[src/rtl/core/ldsa_pkg.sv]
// ----------------------------------------------------------------------------
// ldsa_pkg
// Shared types and constants of the double-ended scratch allocator.
// ----------------------------------------------------------------------------
package ldsa_pkg;

  // Field widths fixed by the interface.
  localparam int unsigned MARK_W  = 25;
  localparam int unsigned SIZE_W  = 26;
  localparam int unsigned REL_W   = 26;
  localparam int unsigned STEP_W  = 16;
  localparam int unsigned ADDR_W  = 24;
  localparam int unsigned ROLE_W  = 2;
  localparam int unsigned STAT_W  = 2;

  localparam logic [MARK_W-1:0] SCRATCH_BYTES_RST = 25'd1048576;

  // Request modes.
  localparam logic MODE_PLACE = 1'b0;
  localparam logic MODE_CLEAR = 1'b1;

  // Buffer roles; any other code is handled as an intermediate.
  localparam logic [ROLE_W-1:0] ROLE_IN  = 2'd0;
  localparam logic [ROLE_W-1:0] ROLE_OUT = 2'd1;

  // Result status codes.
  localparam logic [STAT_W-1:0] STAT_OK     = 2'd0;
  localparam logic [STAT_W-1:0] STAT_NOROOM = 2'd1;
  localparam logic [STAT_W-1:0] STAT_FULL   = 2'd2;
  localparam logic [STAT_W-1:0] STAT_BAD    = 2'd3;

  // One entry of the active table.
  typedef struct packed {
    logic              valid;
    logic [STEP_W-1:0] last_use;
    logic [REL_W-1:0]  rel;
  } entry_t;

  // Controls broadcast to every cell of the chain.
  typedef struct packed {
    logic shift;
    logic clear;
    logic wr_en;
  } cell_ctl_t;

  typedef enum logic [2:0] {
    ST_IDLE,
    ST_WALK,
    ST_PLACE,
    ST_PONG,
    ST_EMIT
  } state_t;

endpackage

[src/rtl/core/ldsa_cell.sv]
// ----------------------------------------------------------------------------
// ldsa_cell
// One entry of the active table, linked into a rotating chain of cells.
// ----------------------------------------------------------------------------
module ldsa_cell #(
  parameter int unsigned INDEX = 0,
  parameter int unsigned IDX_W = 6
) (
  input  logic                clk,
  input  logic                rst_n,
  input  ldsa_pkg::cell_ctl_t ctl,
  input  logic [IDX_W-1:0]    wr_slot,
  input  ldsa_pkg::entry_t    wr_data,
  input  ldsa_pkg::entry_t    shift_in,
  output ldsa_pkg::entry_t    q
);

  logic             wr_hit;
  ldsa_pkg::entry_t entry_r;

  assign wr_hit = ctl.wr_en && (wr_slot == IDX_W'(INDEX));

  // Payload moves along with the valid bit; only the valid bit is cleared by
  // reset or a clear request.
  always_ff @(posedge clk) begin
    if (ctl.shift) begin
      entry_r.last_use <= shift_in.last_use;
      entry_r.rel      <= shift_in.rel;
    end else if (wr_hit) begin
      entry_r.last_use <= wr_data.last_use;
      entry_r.rel      <= wr_data.rel;
    end
    if (!rst_n) begin
      entry_r.valid <= 1'b0;
    end else if (ctl.clear) begin
      entry_r.valid <= 1'b0;
    end else if (ctl.shift) begin
      entry_r.valid <= shift_in.valid;
    end else if (wr_hit) begin
      entry_r.valid <= wr_data.valid;
    end
  end

  assign q = entry_r;

endmodule

[src/rtl/core/ldsa_align.sv]
// ----------------------------------------------------------------------------
// ldsa_align
// Round-up of a request size to a multiple of the alignment.
// ----------------------------------------------------------------------------
module ldsa_align #(
  parameter int unsigned ALIGN_BYTES = 64
) (
  input  logic                        clk,
  input  logic                        rst_n,
  input  logic                        start,
  input  logic [ldsa_pkg::MARK_W-1:0] bytes_i,
  output logic [ldsa_pkg::SIZE_W-1:0] size_o,
  output logic                        done_o
);

  localparam int unsigned TW = ldsa_pkg::SIZE_W;
  localparam logic [TW-1:0] BIAS_C = TW'(ALIGN_BYTES - 1);

  logic          done_r, done_nxt;
  logic [TW-1:0] size_r, size_nxt;

  // The alignment is a power of two, so rounding up is an add and a mask.
  always_comb begin
    done_nxt = done_r;
    size_nxt = size_r;
    if (start) begin
      size_nxt = (TW'(bytes_i) + BIAS_C) & ~BIAS_C;
      done_nxt = 1'b1;
    end
  end

  always_ff @(posedge clk) begin
    if (!rst_n) begin
      done_r <= 1'b0;
    end else begin
      done_r <= done_nxt;
    end
  end

  always_ff @(posedge clk) begin
    size_r <= size_nxt;
  end

  assign size_o = size_r;
  assign done_o = done_r;

endmodule

[src/rtl/core/liveness_dual_end_sram_allocator_core.sv]
// A place request passes through the walk, placement, pong try and result
// load from its acceptance to its result word, and a spill skips the pong
// try: the active table is a ring of ACTIVE_DEPTH cells that rotates once per
// place request, one entry past the retire logic per cycle, while the size is
// rounded up in a register at acceptance. A clear request goes straight to
// the result load. The next word is taken once the current result sits in
// the output register, so a new request is never taken while another is in
// work; the result waits there until the sink takes it, and the next request
// holds in its last step meanwhile. ALIGN_BYTES must be a power of two.
// Inputs and intermediates grow upward from the low mark, outputs downward
// from the high mark; the scratch size register takes effect at reset or at
// the next clear.
// ----------------------------------------------------------------------------
// liveness_dual_end_sram_allocator_core
// Double-ended scratch memory allocator with liveness-based reuse.
// ----------------------------------------------------------------------------
module liveness_dual_end_sram_allocator_core #(
  parameter int unsigned ACTIVE_DEPTH = 64,
  parameter int unsigned ALIGN_BYTES  = 64
) (
  input  logic        clk,
  input  logic        rst_n,
  // Configuration: total scratch bytes.
  input  logic        cfg_valid,
  output logic        cfg_ready,
  input  logic [24:0] cfg_data,
  // Requests.
  input  logic        in_tvalid,
  output logic        in_tready,
  // tdata: bytes[24:0], first_use[40:25], last_use[56:41], in_tile_loop[57], zero pad.
  input  logic [63:0] in_tdata,
  // tuser: mode[0], role[2:1].
  input  logic [2:0]  in_tuser,
  // Results.
  output logic        out_tvalid,
  input  logic        out_tready,
  // tdata: address[23:0], pong_placed[24], pong_address[48:25], free_bytes[73:49],
  // zero pad.
  output logic [79:0] out_tdata,
  // tuser: status[1:0].
  output logic [1:0]  out_tuser
);

  localparam int unsigned IDX_W = (ACTIVE_DEPTH > 1) ? $clog2(ACTIVE_DEPTH) : 1;
  localparam int unsigned MW = ldsa_pkg::MARK_W;
  localparam int unsigned SW = ldsa_pkg::SIZE_W;

  ldsa_pkg::state_t state_r, state_nxt;

  logic [MW-1:0]               sram_r;
  logic [MW-1:0]               low_r, low_nxt;
  logic [MW-1:0]               high_r, high_nxt;
  logic [IDX_W-1:0]            cnt_r, cnt_nxt;
  logic [IDX_W-1:0]            slot_r, slot_nxt;
  logic                        found_r, found_nxt;
  logic [ldsa_pkg::ROLE_W-1:0] role_r, role_nxt;
  logic                        tile_r, tile_nxt;
  logic [ldsa_pkg::STEP_W-1:0] first_r, first_nxt;
  logic [ldsa_pkg::STEP_W-1:0] last_r, last_nxt;
  logic [ldsa_pkg::STAT_W-1:0] status_r, status_nxt;
  logic [ldsa_pkg::ADDR_W-1:0] addr_r, addr_nxt;
  logic                        pong_r, pong_nxt;
  logic [ldsa_pkg::ADDR_W-1:0] paddr_r, paddr_nxt;

  logic                        out_valid_r, out_valid_nxt;
  logic [ldsa_pkg::STAT_W-1:0] o_status_r, o_status_nxt;
  logic [ldsa_pkg::ADDR_W-1:0] o_addr_r, o_addr_nxt;
  logic                        o_pong_r, o_pong_nxt;
  logic [ldsa_pkg::ADDR_W-1:0] o_paddr_r, o_paddr_nxt;
  logic [MW-1:0]               o_free_r, o_free_nxt;

  ldsa_pkg::cell_ctl_t ctl;
  ldsa_pkg::entry_t    wr_data;
  ldsa_pkg::entry_t    head_back;
  ldsa_pkg::entry_t    cell_q [ACTIVE_DEPTH];
  ldsa_pkg::entry_t    cell_d [ACTIVE_DEPTH];

  logic          align_start;
  logic [SW-1:0] size;
  logic          size_done;
  logic          kill;
  logic [SW:0]   sum;
  logic          fits;
  logic [MW:0]   diff;
  logic          in_acc;

  assign cfg_ready = 1'b1;
  assign in_tready = (state_r == ldsa_pkg::ST_IDLE);
  assign in_acc    = in_tvalid && in_tready;

  // Size rounding runs alongside the table walk.
  ldsa_align #(
    .ALIGN_BYTES(ALIGN_BYTES)
  ) u_align (
    .clk    (clk),
    .rst_n  (rst_n),
    .start  (align_start),
    .bytes_i(in_tdata[24:0]),
    .size_o (size),
    .done_o (size_done)
  );

  // Ring of table cells; the head entry is examined and fed back to the tail.
  for (genvar i = 0; i < ACTIVE_DEPTH; i++) begin : g_cell
    if (i == ACTIVE_DEPTH - 1) begin : g_tail
      assign cell_d[i] = head_back;
    end else begin : g_link
      assign cell_d[i] = cell_q[i+1];
    end
    ldsa_cell #(
      .INDEX(i),
      .IDX_W(IDX_W)
    ) u_cell (
      .clk     (clk),
      .rst_n   (rst_n),
      .ctl     (ctl),
      .wr_slot (slot_r),
      .wr_data (wr_data),
      .shift_in(cell_d[i]),
      .q       (cell_q[i])
    );
  end

  // Retirement test on the entry at the head of the ring.
  always_comb begin
    kill            = cell_q[0].valid && (cell_q[0].last_use < first_r);
    head_back       = cell_q[0];
    head_back.valid = cell_q[0].valid && !kill;
  end

  // Fit test: a zero size always fits, otherwise low + size must not pass high.
  assign sum  = (SW+1)'(low_r) + (SW+1)'(size);
  assign fits = (size == '0) || (sum <= (SW+1)'(high_r));
  assign diff = {1'b0, high_r} - {1'b0, low_r};

  // Sequencer: accept, walk, place, pong try, load result; a clear goes straight to the result load.
  always_comb begin
    state_nxt     = state_r;
    low_nxt       = low_r;
    high_nxt      = high_r;
    cnt_nxt       = cnt_r;
    slot_nxt      = slot_r;
    found_nxt     = found_r;
    role_nxt      = role_r;
    tile_nxt      = tile_r;
    first_nxt     = first_r;
    last_nxt      = last_r;
    status_nxt    = status_r;
    addr_nxt      = addr_r;
    pong_nxt      = pong_r;
    paddr_nxt     = paddr_r;
    out_valid_nxt = out_valid_r && !out_tready;
    o_status_nxt  = o_status_r;
    o_addr_nxt    = o_addr_r;
    o_pong_nxt    = o_pong_r;
    o_paddr_nxt   = o_paddr_r;
    o_free_nxt    = o_free_r;
    ctl           = '0;
    align_start   = 1'b0;
    wr_data.valid    = 1'b1;
    wr_data.last_use = last_r;
    wr_data.rel      = (role_r == ldsa_pkg::ROLE_OUT) ? '0 : size;

    unique case (state_r)
      ldsa_pkg::ST_IDLE: begin
        if (in_acc) begin
          role_nxt   = in_tuser[2:1];
          tile_nxt   = in_tdata[57];
          first_nxt  = in_tdata[40:25];
          last_nxt   = in_tdata[56:41];
          status_nxt = ldsa_pkg::STAT_OK;
          addr_nxt   = '0;
          pong_nxt   = 1'b0;
          paddr_nxt  = '0;
          cnt_nxt    = '0;
          found_nxt  = 1'b0;
          if (in_tuser[0] == ldsa_pkg::MODE_CLEAR) begin
            ctl.clear = 1'b1;
            low_nxt   = '0;
            high_nxt  = sram_r;
            state_nxt = ldsa_pkg::ST_EMIT;
          end else begin
            align_start = 1'b1;
            state_nxt   = ldsa_pkg::ST_WALK;
          end
        end
      end

      ldsa_pkg::ST_WALK: begin
        ctl.shift = 1'b1;
        if (kill) begin
          low_nxt = ({1'b0, low_r} > head_back.rel) ?
                    (low_r - head_back.rel[MW-1:0]) : '0;
        end
        if (!head_back.valid && !found_r) begin
          slot_nxt  = cnt_r;
          found_nxt = 1'b1;
        end
        cnt_nxt = cnt_r + 1'b1;
        if (cnt_r == IDX_W'(ACTIVE_DEPTH - 1)) begin
          state_nxt = ldsa_pkg::ST_PLACE;
        end
      end

      ldsa_pkg::ST_PLACE: begin
        if (size_done) begin
          if (!found_r) begin
            status_nxt = ldsa_pkg::STAT_FULL;
            state_nxt  = ldsa_pkg::ST_EMIT;
          end else if (!fits) begin
            status_nxt = ldsa_pkg::STAT_NOROOM;
            state_nxt  = ldsa_pkg::ST_EMIT;
          end else if (role_r == ldsa_pkg::ROLE_OUT) begin
            high_nxt  = high_r - size[MW-1:0];
            addr_nxt  = high_nxt[ldsa_pkg::ADDR_W-1:0];
            state_nxt = ldsa_pkg::ST_PONG;
          end else begin
            addr_nxt  = low_r[ldsa_pkg::ADDR_W-1:0];
            low_nxt   = sum[MW-1:0];
            state_nxt = ldsa_pkg::ST_PONG;
          end
        end
      end

      ldsa_pkg::ST_PONG: begin
        // Pong copy sits right above the primary; the entry is written here.
        ctl.wr_en = 1'b1;
        if ((role_r == ldsa_pkg::ROLE_IN) && tile_r && fits) begin
          pong_nxt    = 1'b1;
          paddr_nxt   = low_r[ldsa_pkg::ADDR_W-1:0];
          low_nxt     = sum[MW-1:0];
          wr_data.rel = {size[SW-2:0], 1'b0};
        end
        state_nxt = ldsa_pkg::ST_EMIT;
      end

      ldsa_pkg::ST_EMIT: begin
        if (!out_valid_r || out_tready) begin
          out_valid_nxt = 1'b1;
          o_status_nxt  = status_r;
          o_addr_nxt    = addr_r;
          o_pong_nxt    = pong_r;
          o_paddr_nxt   = paddr_r;
          o_free_nxt    = diff[MW] ? '0 : diff[MW-1:0];
          state_nxt     = ldsa_pkg::ST_IDLE;
        end
      end

      default: begin
        state_nxt = ldsa_pkg::ST_IDLE;
      end
    endcase
  end

  // Control state.
  always_ff @(posedge clk) begin
    if (!rst_n) begin
      state_r     <= ldsa_pkg::ST_IDLE;
      sram_r      <= ldsa_pkg::SCRATCH_BYTES_RST;
      low_r       <= '0;
      high_r      <= ldsa_pkg::SCRATCH_BYTES_RST;
      cnt_r       <= '0;
      found_r     <= 1'b0;
      out_valid_r <= 1'b0;
    end else begin
      state_r     <= state_nxt;
      low_r       <= low_nxt;
      high_r      <= high_nxt;
      cnt_r       <= cnt_nxt;
      found_r     <= found_nxt;
      out_valid_r <= out_valid_nxt;
      if (cfg_valid && cfg_ready) begin
        sram_r <= cfg_data;
      end
    end
  end

  // Request and result payload.
  always_ff @(posedge clk) begin
    slot_r     <= slot_nxt;
    role_r     <= role_nxt;
    tile_r     <= tile_nxt;
    first_r    <= first_nxt;
    last_r     <= last_nxt;
    status_r   <= status_nxt;
    addr_r     <= addr_nxt;
    pong_r     <= pong_nxt;
    paddr_r    <= paddr_nxt;
    o_status_r <= o_status_nxt;
    o_addr_r   <= o_addr_nxt;
    o_pong_r   <= o_pong_nxt;
    o_paddr_r  <= o_paddr_nxt;
    o_free_r   <= o_free_nxt;
  end

  assign out_tvalid = out_valid_r;
  assign out_tuser  = o_status_r;
  assign out_tdata  = {6'd0, o_free_r, o_paddr_r, o_pong_r, o_addr_r};

endmodule

[config.mk]
export PLATFORM = sky130hd
export DESIGN_NAME = liveness_dual_end_sram_allocator_core
export DESIGN_NICKNAME = d
export VERILOG_FILES = /design/src/rtl/core/ldsa_pkg.sv /design/src/rtl/core/ldsa_cell.sv /design/src/rtl/core/ldsa_align.sv /design/src/rtl/core/liveness_dual_end_sram_allocator_core.sv
export SDC_FILE = /design/constraint.sdc
export NUM_CORES = 2
export LEC_CHECK = 0
export BUFFER_PORTS_ARGS = -buffer_cell sky130_fd_sc_hd__buf_2
export CORE_ASPECT_RATIO = 0.9
export CORE_MARGIN = 3
export CORE_UTILIZATION = 40
export DETAILED_ROUTE_END_ITERATION = 8
export SYNTH_ARGS = -nofsm -noshare
export SYNTH_HDL_FRONTEND = slang
export SYNTH_HIERARCHICAL = 1
export SYNTH_SLANG_ARGS = --single-unit
[constraint.sdc]
create_clock -name clk -period 9.18 [get_ports clk]
set_input_delay 0.459 -clock clk [delete_from_list [all_inputs] [get_ports clk]]
set_output_delay 0.459 -clock clk [all_outputs]
set_load 0.05 [all_outputs]
Yosys cells after proc, flatten, opt, wreduce, memory -nomap -nowiden:

Index checks and enable logic that the tools add are counted.

* output and inout bits: 85
* logic and storage cells: 783
* flip-flop bits (word level): 3027
* input port bits: 97

* eq/ne operators: 82
* bitwise gates (word level): 1
* add/sub/neg operators: 6
* magnitude comparators: 3
* muxes and demuxes: 314
* reductions and logical operators: 162

Operators by type and width (count)
* 2-to-1 mux 42 bit: 128
* 2-to-1 mux 25 bit: 15
* equality test 6 bit, second input constant: 33
* 2-to-1 mux 24 bit: 6
* 2-to-1 mux 1 bit: 141
* nonzero test 2 bit: 67
* one-hot mux 25 bit (4 select lines): 1
* equality test 6 x 5 -> 1 bit, second input constant: 16
* one-hot mux 24 bit (2 select lines): 2
* 2-to-1 mux 26 bit: 3
* logical AND 1 bit: 71
* one-hot mux 25 bit (2 select lines): 1
* subtractor 25 bit: 2
* equality test 6 x 4 -> 1 bit, second input constant: 8
* adder 25 x 26 -> 27 bit: 1
* less-or-equal comparator 27 x 25 -> 1 bit: 1
* adder 25 x 6 -> 26 bit, second input constant: 1
* > comparator 25 x 26 -> 1 bit: 1
* logical NOT 26 bit: 1
* subtractor 25 x 25 -> 26 bit: 1
* equality test 6 x 3 -> 1 bit, second input constant: 4
* 2-to-1 mux 3 bit: 7
* inequality test 2 bit, second input constant: 9
* less-than comparator 16 bit: 1
* 29 further kinds: 47

Longest topological paths before layout:

* depth after elaboration: 8
* gate-level depth with buffers: 22
* gate-level depth less buffers: 20

Modules after synthesis:

The synthesis kept the hierarchy.

By module, submodules not included
* ldsa_cell (g_cell[21].u_cell ...): area an instance 2049.5 µm², instances 10, cells each 98, sequential area each 1281.2 µm²
* ldsa_cell (g_cell[23].u_cell ...): area an instance 1896.8 µm², instances 9, cells each 99, sequential area each 1281.2 µm²
* liveness_dual_end_sram_allocator_core: area an instance 15952.8 µm², instances 1, cells each 1702, sequential area each 6766.5 µm²
* ldsa_cell (g_cell[20].u_cell ...): area an instance 2045.7 µm², instances 5, cells each 98, sequential area each 1281.2 µm²
* ldsa_cell (g_cell[11].u_cell ...): area an instance 1869.3 µm², instances 5, cells each 98, sequential area each 1281.2 µm²
* ldsa_cell (g_cell[0].u_cell ...): area an instance 1853.0 µm², instances 5, cells each 97, sequential area each 1281.2 µm²
* ldsa_cell (g_cell[17].u_cell ...): area an instance 2047.0 µm², instances 4, cells each 98, sequential area each 1281.2 µm²
* ldsa_cell (g_cell[55].u_cell ...): area an instance 2035.7 µm², instances 4, cells each 99, sequential area each 1281.2 µm²
* ldsa_cell (g_cell[53].u_cell ...): area an instance 1885.6 µm², instances 4, cells each 99, sequential area each 1281.2 µm²
* ldsa_cell (g_cell[16].u_cell ...): area an instance 2044.5 µm², instances 2, cells each 98, sequential area each 1281.2 µm²
* ldsa_cell (g_cell[28].u_cell ...): area an instance 2013.2 µm², instances 2, cells each 98, sequential area each 1281.2 µm²
* ldsa_cell (g_cell[52].u_cell ...): area an instance 1881.8 µm², instances 2, cells each 98, sequential area each 1281.2 µm²
* ldsa_cell (g_cell[19].u_cell ...): area an instance 1866.8 µm², instances 2, cells each 98, sequential area each 1281.2 µm²
* ldsa_cell (g_cell[31].u_cell ...): area an instance 1860.5 µm², instances 2, cells each 97, sequential area each 1281.2 µm²
* 7 more rows

Worst setup path after synthesis:

OpenSTA, ideal clock, no wires.

* path kind: register -> register
* from: register u_align.size_r[8], in the netlist u_align/size_o[8]
* to: register g_cell[0].u_cell.entry_r (netlist bit g_cell[0].u_cell/q[15]), data pin
* library setup time: 158 ps
* path buffers: 1
* period minus slack after synthesis: 7637 ps
* required time: 9022 ps
* stages on the path, launching flop included: 20
* arrival time: 7479 ps
* slack: 1543 ps
* cells stage by stage: edfxtp_1 > ha_1 > a211o_1 > o211ai_2 > o221ai_1 > o2111a_1 > o31ai_1 > o21ai_0 > xnor2_1 > ha_1 > nand2_1 > nor4_1 > o21ai_0 > a211o_1 > a31o_2 > o2111ai_4 > a2111oi_4 > buf_2 > o31ai_1 > mux2_2

RTL lines
* start: declaration: RTL line ldsa_align.sv:20 `logic [TW-1:0] size_r, size_nxt;`
* start signal: assignment: RTL line ldsa_align.sv:41 `size_r <= size_nxt;`
* end: declaration: RTL line ldsa_cell.sv:19 `ldsa_pkg::entry_t entry_r;`

==> flow_summary_export.csv <==
group,metric,value,unit
run_status,status,"complete, but fails checks",
run_status,violations,"max-slew violations",
sta,fmax,146.0,MHz
synth,yosys_register_bits,3027,
final_layout,fillCellCount,30370,
global_routing,grt_max_degree,191,
worst_setup_path,end_kind,"register",
clock_tree,numClockSinks,3027,
synth,synthCells,8069,
sta,skew,0.05040,ns
sta,period_share,74.60,%
final_layout,seq_area,89390,µm²
worst_setup_path,path_max_fanout,64,
drt,avgRoutedWirePerCell,24.74,µm
clock_tree,cts_tree,"yes",
drt,final_antenna_net_count,0,
worst_setup_path,cp.required,9.91,ns
synth,syn_area,141900,µm²
clock_tree,clock_latency,0.90,ns
worst_setup_path,critical-path-top-delay-family,"compound AO/OA/AOI/OAI gates",
final_layout,post-route-util,44.87,%
drt,drc,0,
die,ios,182,
final_layout,nNetsFinal,8751,
global_routing,antenna_found_initial,16,
min_path,hold_depth,3,
worst_setup_path,crit_buf_inv,3,
die,placementRows,206,
clock_tree,clockBufferDepth,4,
min_path,hold_path_class,"input port to register",
final_layout,multiInputGateArea,48190,µm²
drt,vias,72510,
sta,hold_viol_final,0,
clock_tree,path_clk_slew,0.06,ns
sta,setup_violations,0,
sta,final_max_slew_viol_count,391,
drt,first_iter_violations,6469,
global_routing,grt_overflow,0,
sta,slew-limit-headroom,-636.3,%
final_layout,design_area,157800,µm²
die,dieWidth,633.9,µm
synth,synth_edf_count,2876,
synth,seq_area_frac_synth,62.97,%
pwr,power_density,233.3,nW/µm²
clock_tree,clockRootBuffer,"clkbuf_16",
worst_setup_path,r2r_cells,22,
worst_setup_path,worst_r2r_endpoint,"g_cell[39].u_cell/q[8]",
synth,async_flop_share,0,%
sta,rsz0062_at_grt,"false",
run,drv_cap,0,
min_path,hold_start,"in_tuser[0]",
sta,post-route-min-period,6.849,ns
worst_setup_path,slowest_delay,0.73,ns
min_path,min_to,"u_align/size_o[11]",
sta,final.setup.tns,0,ns
global_routing,grt_pass1_vias,75380,
die,start_util,40.37,%
synth,yosysWarnings,6,
final_layout,drive_gt1_share,39.19,%
pwr,ir_worst_vdd,0.1365,mV
worst_setup_path,crit_chain,"ha_1, and2_1, nand3_1, nor4_1, o2111a_1, nor2_1, a211o_1, xnor2_1, ha_1, nand4_1, nor4_1, buf_4, o21ai_0, a211o_1, a31o_2, o2111ai_4, a2111oi_4, buf_12, nand2_1, o31ai_4, buf_4, mux2_2",
final_layout,final_common_cell,"edfxtp_1",
final_layout,areaGrowthSynthToFinish,11.14,%
global_routing,grt_pass1_wl,498400,µm
final_layout,final_cell_mix,"2876 x edfxtp_1, 1338 x mux2_2, 1140 x mux2_4, 329 x clkbuf_16, 229 x nor2_1",
worst_setup_path,r2r_start,"u_align/size_o[14]",
place,dp_hpwl,191400,µm
die,dieArea,362100,µm²
place,postPlaceCellArea,146700,µm²
drt,first_pass_iters,5,
die,design.core.area,351600,µm²
place,io_buffers,168,
synth,ys.flop_type,"edfxtp_1",
place,place_congestion,0.8572,
synth,synthDistinctLibCells,105,
worst_setup_path,worst-r2r-setup-slack,2.33,ns
clock_tree,htreeDepth,5,
drt,vias_per_cell,5.389,
worst_setup_path,cpMaxStageDelayCell,"buf_4",
pwr,power.leakage,55.25,nW
drt,wl,332800,µm
worst_setup_path,crit_arrival,7.58,ns
clock_tree,numCtsBuffers,321,
die,die_h,571.1,µm
worst_setup_path,cp-start-kind,"register",
sta,worst_pin_slew,10.95,ns
synth,syn_area_per_cell,17.59,µm²
global_routing,track_usage,18.00,%
worst_setup_path,path_class,"register to register",
## synth_stat cells (all sizes together), types with 45 or more instances
library cell	n	area share, %
edfxtp	2876	61
mux2	2689	24
buf	349	2.9
nor2	230	0.61
nand2	202	0.53
inv	188	0.50
dfxtp	151	2.1
ha	140	1.2
a21oi	110	0.39
mux2i	94	0.66
o21ai	82	0.29
nor2b	80	0.35
a211oi	67	0.36
o211ai	63	0.34
xnor2	53	0.33
a21o	49	0.27
o31ai	46	0.37
clkbuf	45	0.12
nand2b	45	0.20
## cell families after synthesis
group / synth area share [%]
DFF: 62.97
muxes: 25.01
and+or+nand+nor: 3.243
AOI/OAI and AO/OA: 3.390
buffers and inverters: 3.531
adders and majority gates: 1.290
xor gates and xnor gates: 0.5553
other: 0.007933
## worst min-delay path: cells and delay by family
| family | cells | cell delay (ns) |
|---|---|---|
| buf+inv | 2 | 0.34 |
| simple gates | 1 | 0.05 |
## state kept, by name (all words and copies together) (netlist names), 25 cells and up
register,count
o_free_r,25
low_r,25
high_r,25
sram_r,25
g_cell.u_cell/q,2752
## worst max path at each step
stage                                   from                endpoint  cells after the start
after global placement    u_align/size_o[13]  g_cell[23].u_cell/q[8]                     22
after CTS                 u_align/size_o[13]  g_cell[54].u_cell/q[7]                     22
after floorplan            u_align/size_o[8]  g_cell[0].u_cell/q[15]                     19
after detailed placement  u_align/size_o[13]  g_cell[30].u_cell/q[8]                     22
final                     u_align/size_o[14]  g_cell[39].u_cell/q[8]                     22
after global routing      u_align/size_o[13]  g_cell[35].u_cell/q[7]                     21
## where the power goes
| group | leakage [nW] | internal, W | switching [W] |
|---|---|---|---|
| sequential | 27.9 | 0.0170 | 0.000448 |
| clock | 4.95 | 0.00732 | 0.00543 |
| combinational | 22.4 | 0.00301 | 0.00359 |
## routing by layer
| metal | track usage [%] | share of wire, % |
|---|---|---|
| met3 | 2.749 | 5.3 |
| met2 | 28.56 | 46 |
| met5 | 0 | 0.0039 |
| met4 | 5.431 | 3.0 |
| met1 | 25.48 | 46 |
## through the flow
step | power [W] | instances | setup slack (ns) | hold WS [ns]
after detailed placement | 0.02418 | 12780 | 2.290 | 0.4063
after floorplan | 0.02272 | 8143 | 1.543 | 0.4003
final | 0.03681 | 13450 | 2.331 | 0.1639
after global placement | 0.02411 | 12780 | 2.337 | 0.4043
after global routing | 0.03827 | 13450 | 1.889 | 0.1330
after CTS | 0.03713 | 13450 | 2.254 | 0.07725
## cell type report
class	instances	area share, %
clock buffers	404	5.410
diodes	5	0.007931
multi-input cells	4534	30.54
clock inverters	178	1.047
well taps	4680	3.712
inverters	188	0.4537
flip-flops and latches	3027	56.66
repair buffers	438	2.167
## what timing repair did
action | CTS | global route
resized for setup | 0 | 0
buffers inserted | 0 | 0
hold endpoints to repair | 82 | 0
hold buffers | 89 | 0
Power figures use the tool's default switching activity.
